===== src/rtl/lpmt_pkg.sv =====
`default_nettype none

package lpmt_pkg;

  localparam int unsigned TableEntriesDefault = 16;

  localparam logic [1:0] CmdAdd    = 2'd0;
  localparam logic [1:0] CmdLookup = 2'd1;
  localparam logic [1:0] CmdByIf   = 2'd2;

  localparam logic [1:0] StatusOk       = 2'd0;
  localparam logic [1:0] StatusNotFound = 2'd1;
  localparam logic [1:0] StatusFull     = 2'd2;

  localparam logic FamilyIpv4 = 1'b0;

  localparam int unsigned Ipv4Width = 32;
  localparam int unsigned Ipv6Width = 128;

  typedef struct packed {
    logic        family;
    logic [63:0] addr_high;
    logic [63:0] addr_low;
    logic [7:0]  len;
    logic [15:0] iface;
  } entry_t;

  typedef struct packed {
    logic [1:0]  command;
    logic        family;
    logic [63:0] addr_high;
    logic [63:0] addr_low;
    logic [15:0] iface;
  } query_t;

  typedef struct packed {
    logic [1:0]  status;
    logic [3:0]  index;
    logic [15:0] iface;
    logic [7:0]  len;
    logic [63:0] addr_high;
    logic [63:0] addr_low;
  } result_t;

endpackage

`default_nettype wire


===== src/rtl/lpmt_req_if.sv =====
`default_nettype none

interface lpmt_req_if;
  logic        valid;
  logic        ready;
  logic [1:0]  command;
  logic        family;
  logic [63:0] address_high;
  logic [63:0] address_low;
  logic [7:0]  prefix_len;
  logic [15:0] interface_id;

  modport source (
    output valid, command, family, address_high, address_low, prefix_len, interface_id,
    input  ready
  );

  modport sink (
    input  valid, command, family, address_high, address_low, prefix_len, interface_id,
    output ready
  );
endinterface

`default_nettype wire


===== src/rtl/lpmt_rsp_if.sv =====
`default_nettype none

interface lpmt_rsp_if;
  logic        valid;
  logic        ready;
  logic [1:0]  status;
  logic [3:0]  entry_index;
  logic [15:0] found_interface;
  logic [7:0]  found_prefix_len;
  logic [63:0] result_address_high;
  logic [63:0] result_address_low;

  modport source (
    output valid, status, entry_index, found_interface, found_prefix_len,
           result_address_high, result_address_low,
    input  ready
  );

  modport sink (
    input  valid, status, entry_index, found_interface, found_prefix_len,
           result_address_high, result_address_low,
    output ready
  );
endinterface

`default_nettype wire


===== src/rtl/lpmt_ram.sv =====
`default_nettype none

module lpmt_ram #(
  parameter int unsigned Width = 8,
  parameter int unsigned Depth = 16,
  localparam int unsigned AddrW = (Depth > 1) ? $clog2(Depth) : 1
) (
  input  wire logic             clk_i,
  input  wire logic             we_i,
  input  wire logic [AddrW-1:0] waddr_i,
  input  wire logic [Width-1:0] wdata_i,
  input  wire logic             re_i,
  input  wire logic [AddrW-1:0] raddr_i,
  output logic      [Width-1:0] rdata_o
);

  logic [Width-1:0] mem_q [Depth];

  always_ff @(posedge clk_i) begin
    if (we_i) begin
      mem_q[waddr_i] <= wdata_i;
    end
    if (re_i) begin
      rdata_o <= mem_q[raddr_i];
    end
  end

endmodule

`default_nettype wire


===== src/rtl/lpmt_match.sv =====
`default_nettype none

module lpmt_match (
  input  wire lpmt_pkg::query_t query_i,
  input  wire lpmt_pkg::entry_t entry_i,
  output logic                  hit_o
);
  import lpmt_pkg::*;

  logic [127:0] mask;
  logic [127:0] diff;

  always_comb begin
    if (entry_i.family == FamilyIpv4) begin
      if (entry_i.len > 8'(Ipv4Width)) begin
        mask = '0;
      end else begin
        mask = {96'b0, ~(32'hFFFF_FFFF >> entry_i.len)};
      end
    end else begin
      if (entry_i.len > 8'(Ipv6Width)) begin
        mask = '0;
      end else begin
        mask = ~({128{1'b1}} >> entry_i.len);
      end
    end
  end

  assign diff = {query_i.addr_high, query_i.addr_low} ^ {entry_i.addr_high, entry_i.addr_low};

  always_comb begin
    case (query_i.command)
      CmdLookup: hit_o = (entry_i.family == query_i.family) && ((diff & mask) == '0);
      CmdByIf:   hit_o = (entry_i.family == query_i.family) && (entry_i.iface == query_i.iface);
      default:   hit_o = 1'b0;
    endcase
  end

endmodule

`default_nettype wire


===== src/rtl/local_prefix_match_table.sv =====
// Channel | Direction | Payload
// req     | in        | command, family, address_high/low, prefix_len, interface_id
// rsp     | out       | status, entry_index, found_interface, found_prefix_len, address
//
// An add or an unused command passes from acceptance through the hold register to the output register.
// A lookup or by-interface request reads the entry memory one entry per cycle, in order,
// through the single memory read port.
// Reset empties the table at once; entries need no clearing.
// A finished response waits in the output register while the next request is taken.
`default_nettype none

module local_prefix_match_table #(
  parameter int unsigned TableEntries = lpmt_pkg::TableEntriesDefault
) (
  input  wire logic  clk_i,
  input  wire logic  rst_ni,
  lpmt_req_if.sink   req,
  lpmt_rsp_if.source rsp
);
  import lpmt_pkg::*;

  localparam int unsigned IdxW = (TableEntries > 1) ? $clog2(TableEntries) : 1;
  localparam int unsigned CntW = $clog2(TableEntries + 1);
  localparam int unsigned EntryW = $bits(entry_t);

  typedef enum logic [1:0] {
    StIdle,
    StScan,
    StResp
  } state_e;

  state_e          state_q;
  logic [CntW-1:0] count_q;
  logic [CntW-1:0] iss_q;
  logic            rd_vld_q;
  logic [IdxW-1:0] rd_idx_q;
  query_t          query_q;
  result_t         hold_q;
  result_t         out_q;
  logic            out_valid_q;

  query_t            req_query;
  entry_t            new_entry;
  entry_t            rd_entry;
  logic [EntryW-1:0] rd_data;
  logic              accept;
  logic              table_full;
  logic              ram_we;
  logic              ram_re;
  logic              hit;
  logic              out_free;
  logic [IdxW+3:0]   add_idx_ext;
  logic [IdxW+3:0]   scan_idx_ext;

  assign accept     = req.valid && req.ready;
  assign table_full = count_q >= CntW'(TableEntries);
  assign out_free   = !out_valid_q || rsp.ready;

  always_comb begin
    req_query.command   = req.command;
    req_query.family    = req.family;
    req_query.iface     = req.interface_id;
    if (req.family == FamilyIpv4) begin
      req_query.addr_high = '0;
      req_query.addr_low  = {32'b0, req.address_low[31:0]};
    end else begin
      req_query.addr_high = req.address_high;
      req_query.addr_low  = req.address_low;
    end
  end

  assign new_entry.family    = req_query.family;
  assign new_entry.addr_high = req_query.addr_high;
  assign new_entry.addr_low  = req_query.addr_low;
  assign new_entry.len       = req.prefix_len;
  assign new_entry.iface     = req.interface_id;

  assign ram_we = accept && (req.command == CmdAdd) && !table_full;
  assign ram_re = (state_q == StScan) && (iss_q < count_q);

  lpmt_ram #(
    .Width (EntryW),
    .Depth (TableEntries)
  ) u_ram (
    .clk_i   (clk_i),
    .we_i    (ram_we),
    .waddr_i (count_q[IdxW-1:0]),
    .wdata_i (new_entry),
    .re_i    (ram_re),
    .raddr_i (iss_q[IdxW-1:0]),
    .rdata_o (rd_data)
  );

  assign rd_entry = entry_t'(rd_data);

  lpmt_match u_match (
    .query_i (query_q),
    .entry_i (rd_entry),
    .hit_o   (hit)
  );

  assign add_idx_ext  = {4'b0, count_q[IdxW-1:0]};
  assign scan_idx_ext = {4'b0, rd_idx_q};

  assign req.ready = (state_q == StIdle);

  always_ff @(posedge clk_i or negedge rst_ni) begin
    if (!rst_ni) begin
      state_q     <= StIdle;
      count_q     <= '0;
      iss_q       <= '0;
      rd_vld_q    <= 1'b0;
      rd_idx_q    <= '0;
      query_q     <= '0;
      hold_q      <= '0;
      out_q       <= '0;
      out_valid_q <= 1'b0;
    end else begin
      if ((state_q == StResp) && out_free) begin
        out_valid_q <= 1'b1;
      end else if (rsp.ready) begin
        out_valid_q <= 1'b0;
      end
      case (state_q)
        StIdle: begin
          if (accept) begin
            query_q  <= req_query;
            iss_q    <= '0;
            rd_vld_q <= 1'b0;
            case (req.command)
              CmdAdd: begin
                if (table_full) begin
                  hold_q <= '{status: StatusFull, default: '0};
                end else begin
                  hold_q  <= '{status: StatusOk, index: add_idx_ext[3:0],
                               iface: new_entry.iface, len: new_entry.len,
                               addr_high: new_entry.addr_high,
                               addr_low: new_entry.addr_low};
                  count_q <= count_q + 1'b1;
                end
                state_q <= StResp;
              end
              CmdLookup, CmdByIf: begin
                state_q <= StScan;
              end
              default: begin
                hold_q  <= '{status: StatusNotFound, default: '0};
                state_q <= StResp;
              end
            endcase
          end
        end
        StScan: begin
          rd_vld_q <= ram_re;
          rd_idx_q <= iss_q[IdxW-1:0];
          if (ram_re) begin
            iss_q <= iss_q + 1'b1;
          end
          if (rd_vld_q && hit) begin
            hold_q  <= '{status: StatusOk, index: scan_idx_ext[3:0],
                         iface: rd_entry.iface, len: rd_entry.len,
                         addr_high: rd_entry.addr_high,
                         addr_low: rd_entry.addr_low};
            state_q <= StResp;
          end else if (!rd_vld_q && !ram_re) begin
            hold_q  <= '{status: StatusNotFound, default: '0};
            state_q <= StResp;
          end
        end
        StResp: begin
          if (out_free) begin
            out_q   <= hold_q;
            state_q <= StIdle;
          end
        end
        default: begin
          state_q <= StIdle;
        end
      endcase
    end
  end

  assign rsp.valid               = out_valid_q;
  assign rsp.status              = out_q.status;
  assign rsp.entry_index         = out_q.index;
  assign rsp.found_interface     = out_q.iface;
  assign rsp.found_prefix_len    = out_q.len;
  assign rsp.result_address_high = out_q.addr_high;
  assign rsp.result_address_low  = out_q.addr_low;

`ifndef SYNTHESIS
  a_count_bound: assert property (@(posedge clk_i) disable iff (!rst_ni)
    count_q <= CntW'(TableEntries))
    else $error("entry count exceeds the table size");

  a_add_grows: assert property (@(posedge clk_i) disable iff (!rst_ni)
    ram_we |=> count_q == $past(count_q) + 1'b1)
    else $error("an accepted add did not advance the entry count");

  a_read_in_table: assert property (@(posedge clk_i) disable iff (!rst_ni)
    ram_re |-> (state_q == StScan) && !ram_we)
    else $error("memory read outside a scan or overlapping a write");

  a_resp_from_hold: assert property (@(posedge clk_i) disable iff (!rst_ni)
    (state_q == StResp) && out_free |=> out_valid_q && (state_q == StIdle))
    else $error("a finished request did not reach the output register");
`endif

endmodule

`default_nettype wire

===== src/flat_wrapper.sv =====
// flat-port wrapper written by rule: the top's interface ports become plain ports
module local_prefix_match_table_flat import lpmt_pkg::*;
#(
  parameter int unsigned TableEntries = lpmt_pkg::TableEntriesDefault
)
  (clk_i, rst_ni, req_valid, req_command, req_family, req_address_high, req_address_low, req_prefix_len, req_interface_id, req_ready, rsp_valid, rsp_status, rsp_entry_index, rsp_found_interface, rsp_found_prefix_len, rsp_result_address_high, rsp_result_address_low, rsp_ready);
  lpmt_req_if req_i ();
  lpmt_rsp_if rsp_i ();
  input  wire logic clk_i;
  input  wire logic rst_ni;
  input wire logic [$bits(req_i.valid)-1:0] req_valid;
  input wire logic [$bits(req_i.command)-1:0] req_command;
  input wire logic [$bits(req_i.family)-1:0] req_family;
  input wire logic [$bits(req_i.address_high)-1:0] req_address_high;
  input wire logic [$bits(req_i.address_low)-1:0] req_address_low;
  input wire logic [$bits(req_i.prefix_len)-1:0] req_prefix_len;
  input wire logic [$bits(req_i.interface_id)-1:0] req_interface_id;
  output wire logic [$bits(req_i.ready)-1:0] req_ready;
  output wire logic [$bits(rsp_i.valid)-1:0] rsp_valid;
  output wire logic [$bits(rsp_i.status)-1:0] rsp_status;
  output wire logic [$bits(rsp_i.entry_index)-1:0] rsp_entry_index;
  output wire logic [$bits(rsp_i.found_interface)-1:0] rsp_found_interface;
  output wire logic [$bits(rsp_i.found_prefix_len)-1:0] rsp_found_prefix_len;
  output wire logic [$bits(rsp_i.result_address_high)-1:0] rsp_result_address_high;
  output wire logic [$bits(rsp_i.result_address_low)-1:0] rsp_result_address_low;
  input wire logic [$bits(rsp_i.ready)-1:0] rsp_ready;
  assign req_i.valid = req_valid;
  assign req_i.command = req_command;
  assign req_i.family = req_family;
  assign req_i.address_high = req_address_high;
  assign req_i.address_low = req_address_low;
  assign req_i.prefix_len = req_prefix_len;
  assign req_i.interface_id = req_interface_id;
  assign req_ready = req_i.ready;
  assign rsp_valid = rsp_i.valid;
  assign rsp_status = rsp_i.status;
  assign rsp_entry_index = rsp_i.entry_index;
  assign rsp_found_interface = rsp_i.found_interface;
  assign rsp_found_prefix_len = rsp_i.found_prefix_len;
  assign rsp_result_address_high = rsp_i.result_address_high;
  assign rsp_result_address_low = rsp_i.result_address_low;
  assign rsp_i.ready = rsp_ready;
  local_prefix_match_table #(.TableEntries(TableEntries)) u_core (.clk_i(clk_i), .rst_ni(rst_ni), .req(req_i), .rsp(rsp_i));
endmodule

===== config.mk =====
export PLATFORM = sky130hd
export DESIGN_NAME = local_prefix_match_table_flat
export DESIGN_NICKNAME = d
export VERILOG_FILES = /design/src/rtl/lpmt_pkg.sv /design/src/rtl/lpmt_req_if.sv /design/src/rtl/lpmt_rsp_if.sv /design/src/rtl/lpmt_ram.sv /design/src/rtl/lpmt_match.sv /design/src/rtl/local_prefix_match_table.sv /design/src/flat_wrapper.sv
export SDC_FILE = /design/constraint.sdc
export NUM_CORES = 2
export LEC_CHECK = 0
export BUFFER_PORTS_ARGS = -buffer_cell sky130_fd_sc_hd__buf_2
export CAP_MARGIN = 20
export CELL_PAD_IN_SITES_DETAIL_PLACEMENT = 0
export CELL_PAD_IN_SITES_GLOBAL_PLACEMENT = 1
export CORE_AREA = 10 10 507 509
export CTS_CLUSTER_SIZE = 30
export DETAILED_ROUTE_END_ITERATION = 6
export DIE_AREA = 0 0 517 519
export GPL_TIMING_DRIVEN = 0
export PLACE_DENSITY = 0.82
export SLEW_MARGIN = 20
export SYNTH_ARGS = -nofsm -noshare
export SYNTH_HDL_FRONTEND = slang
export SYNTH_SLANG_ARGS = --single-unit

===== constraint.sdc =====
create_clock -name clk_i -period 16.35 [get_ports clk_i]
set_input_delay 2.4525 -clock clk_i [delete_from_list [all_inputs] [get_ports clk_i]]
set_output_delay 2.4525 -clock clk_i [all_outputs]
set_load 0.005 [all_outputs]

==> out/qor.csv <==
stage,metric,value,unit
pwr,switchingPower,6.73,mW
timing,rsz0062_at_grt,no,
setup_path,critPathCaptureType,flip-flop,
timing,maxSlewHeadroom,0.117,
routing,vias,66500,
layout,final_nets,7007,
global_route,grt_pass1_vias,66600,
global_route,grt_pass1_wl,515000,um
setup_path,arrival,7260,ps
routing,wl_per_cell,35.7,um
floorplan,die_area,268000,sq um
routing,via_per_inst,6.43,
floorplan,start_util,0.486,
layout,drive_above_1_share,0.313,
synthesis,syn-instance-count,5922,
synthesis,synth_warnings,0,
timing,max_freq,0.156,GHz
routing,drt_pass1_iterations,6,
clock_network,clk_pin_slew,60,ps
layout,syn_to_final_growth,17.1,%
setup_path,critPathKind,flip-flop to flip-flop,
clock_network,cts_max_level,5,
setup_path,rrSetupSlack,9930,ps
pwr,power.internal,15.6,mW
synthesis,ys.flop_type,edfxtp_1,
global_route,grt_max_degree,97,
synthesis,ys_seq_elements,3082,
pwr,p_clk_frac,0.318,
clock_network,cts_tree,built,
clock_network,clk_latency,980,ps
clock_network,cts-buffers-inserted,319,
outcome,status,"complete, no violations",
setup_path,r2r_end,u_core.hold_q[6],
pwr,p_comb_frac,0.237,
synthesis,avgSynthCellArea,20.3,sq um
setup_path,worst-path-max-fanout,10,
timing,tns,0,ps
timing,worst_slew_pin_slew,1320,ps
clock_network,holdBufCountCts,0,
pwr,powerDensity,158,nW/um^2
routing,drtAntennaViolNets,0,
clock_network,cts.sink_count,3082,
pwr,swShare,0.302,
routing,drc,0,
synthesis,async_flop_share,0.156,
timing,finalMaxSlewViolations,0,
synthesis,synth_edf_count,2601,
timing,skew,78.8,ps
pwr,finalPower,22.3,mW
floorplan,die_x,517,um
place,gp_congestion,0.937,
min_path,holdPathStages,2,
routing,drt_iter0_drc,9925,
timing,setup-violations-final,0,
global_route,grt_use_total,0.271,
synthesis,synth_seq_area_share,0.750,
synthesis,netlist_area,120000,sq um
timing,hold_viol_final,0,
floorplan,ios,319,
floorplan,fp-row-count,183,
clock_network,cts_resized,0,
routing,routed_wl,369000,um
place,portBuffers,318,
setup_path,critPathRequiredTime,17180,ps
place,dp_hpwl,252000,um
pwr,seqPwrFrac,0.445,
timing,fin_crit,6420,ps
synthesis,synthesis.nets,6092,
min_path,hp-class,flip-flop to flip-flop,
setup_path,r2r_cells,14,
clock_network,cts_root_buffer,clkbuf_16,
global_route,grt-ovfl-total,0,
job,drv_cap,0,
pwr,ir_worst_vdd,102,uV
synthesis,synthDistinctLibCells,80,
clock_network,post-cts-setup-buffer-count,0,
setup_path,rr_startpoint,u_core.u_ram.rdata_o[22],
floorplan,dieHeight,519,um
min_path,holdPathEnd,u_core.query_q[60],
clock_network,cts_buffer_depth,4,
floorplan,core,247000,sq um
global_route,grt_antenna_before_repair,52,
min_path,worstHoldStart,u_core.query_q[60],
pwr,power.leakage,45.0,nW
timing,period_share,0.393,
setup_path,worstSetupStartpointType,flip-flop,
[state kept, by name (all words and copies together), names as in the netlist, 2 cells and up]
| name | count |
|---|---|
| u_core.rsp.result_address_low | 64 |
| u_core.u_ram.mem_q | 2448 |
| u_core.count_q | 5 |
| u_core.rsp.entry_index | 4 |
| u_core.query_q | 147 |
| u_core.iss_q | 5 |
| u_core.hold_q | 158 |
| u_core.u_ram.rdata_o | 153 |
| u_core.rd_idx_q | 4 |
| u_core.rsp.result_address_high | 64 |
| u_core.rsp.found_prefix_len | 8 |
| u_core.state_q | 2 |
| u_core.rsp.found_interface | 16 |
| u_core.rsp.status | 2 |
[cell usage in the layout, fill, tap and decap left out, types with 83 or more instances in the layout]
cell       netlist  layout
buf_2           25     359
buf_4           13     100
clkbuf_1       233     272
clkbuf_16        0     329
dfrtp_1        481     481
edfxtp_1      2601    2601
mux2_2         158     158
mux4_2         765     765
nand2_1        534     534
o21ai_0        202     200
xor2_1          83      83
[worst max-delay path by stage]
stage,from,cells after the start,end
2_1_floorplan,u_core.count_q[2],13,u_core.hold_q[100]
3_3_place_gp,u_core.count_q[2],12,u_core.hold_q[151]
3_5_place_dp,req_command[1],16,u_core.u_ram.mem_q[2][127]
4_1_cts,u_core.u_ram.rdata_o[22],14,u_core.hold_q[6]
5_1_grt,u_core.u_ram.rdata_o[22],14,u_core.hold_q[7]
6_report,u_core.u_ram.rdata_o[22],14,u_core.hold_q[6]
[cell families (layout without fill, tap and decap cells)]
| group | count (synthesis) | after routing | share of synthesized area |
|---|---|---|---|
| DFF | 3082 | 3082 | 0.750 |
| xor gates and xnor gates | 156 | 156 | 0.0114 |
| and+or+nand+nor | 728 | 728 | 0.0261 |
| buffers and inverters | 414 | 1575 | 0.0138 |
| AOI/OAI and AO/OA | 606 | 606 | 0.0389 |
| muxes | 923 | 923 | 0.158 |
| other | 0 | 22 | 0 |
| adders and majority gates | 13 | 13 | 0.00131 |
[worst max-delay path, stage by stage (launching register included)]
cell and delay (ps):
edfxtp_1 520, buf_2 360, buf_2 340, buf_1 730, nand2_1 350, nor4_1 770
nor4b_1 190, nor4b_1 210, nand4b_1 160, nor4_4 90, o311ai_2 810, buf_2 810
buf_2 480, o21ai_1 260, a2bb2oi_2 200
[metrics by stage]
step | area, sq um | setup WS, ps | utilization | hold slack [ps] | cells
after floorplan | 120000 | 1120 | - | 441 | 5922
after global placement | 126000 | -15470 | 0.509 | 472 | 9477
after detailed placement | 131000 | 9970 | 0.528 | 483 | 9750
after CTS | 141000 | 10150 | 0.569 | 498 | 10300
after global routing | 141000 | 10000 | 0.569 | 506 | 10300
final | 141000 | 9930 | 0.569 | 496 | 10300
[power groups by stage]
stage	registers, mW	clock network, mW	logic [mW]
5_1_grt	9.96	7.44	5.52
3_3_place_gp	10.1	0	4.98
4_1_cts	9.89	7.13	5.24
2_1_floorplan	9.80	0	3.05
3_5_place_dp	10.0	0	5.18
6_report	9.91	7.09	5.29
[per-layer routing]
| layer | vias to the layer above | GRT usage | share of wire |
|---|---|---|---|
| li1 | 25900 | - | - |
| met1 | 34800 | 0.355 | 0.35 |
| met2 | 4846 | 0.418 | 0.47 |
| met3 | 944 | 0.0794 | 0.12 |
| met4 | 24 | 0.130 | 0.056 |
| met5 | - | 0 | 0.00044 |
[synth_stat cells, drive strengths merged (10+ instances only)]
master / n / area share
mux2: 158 / 0.015
xnor2: 73 / 0.0053
o22ai: 12 / 0.00062
nand4: 11 / 0.00057
buf: 113 / 0.0044
nor3: 14 / 0.00058
a31oi: 13 / 0.00068
mux4: 765 / 0.14
o21ai: 262 / 0.011
nand3: 17 / 0.00071
a211oi: 16 / 0.0010
clkbuf: 233 / 0.0073
xor2: 83 / 0.0061
nor2: 42 / 0.0013
a21oi: 44 / 0.0019
o221a: 51 / 0.0048
ha: 11 / 0.0011
edfxtp: 2601 / 0.65
nand2: 535 / 0.017
a2bb2oi: 108 / 0.012
inv: 68 / 0.0021
dfrtp: 481 / 0.10
and2: 51 / 0.0027
o31ai: 10 / 0.00062
[layout make-up]
class                           instances  area (sq um)
Fill cell                           17700        107000
Inverter                               68           255
Tap cell                             3237          4050
Antenna cell                           22          55.1
Clock inverter                        131          1140
Timing Repair Buffer                  594          6120
Multi-Input combinational cell       2426         28500
Buffer                                346          1500
Clock buffer                          436          8960
Sequential cell                      3082         90100
No activity file was read; power rests on OpenSTA's default activity.
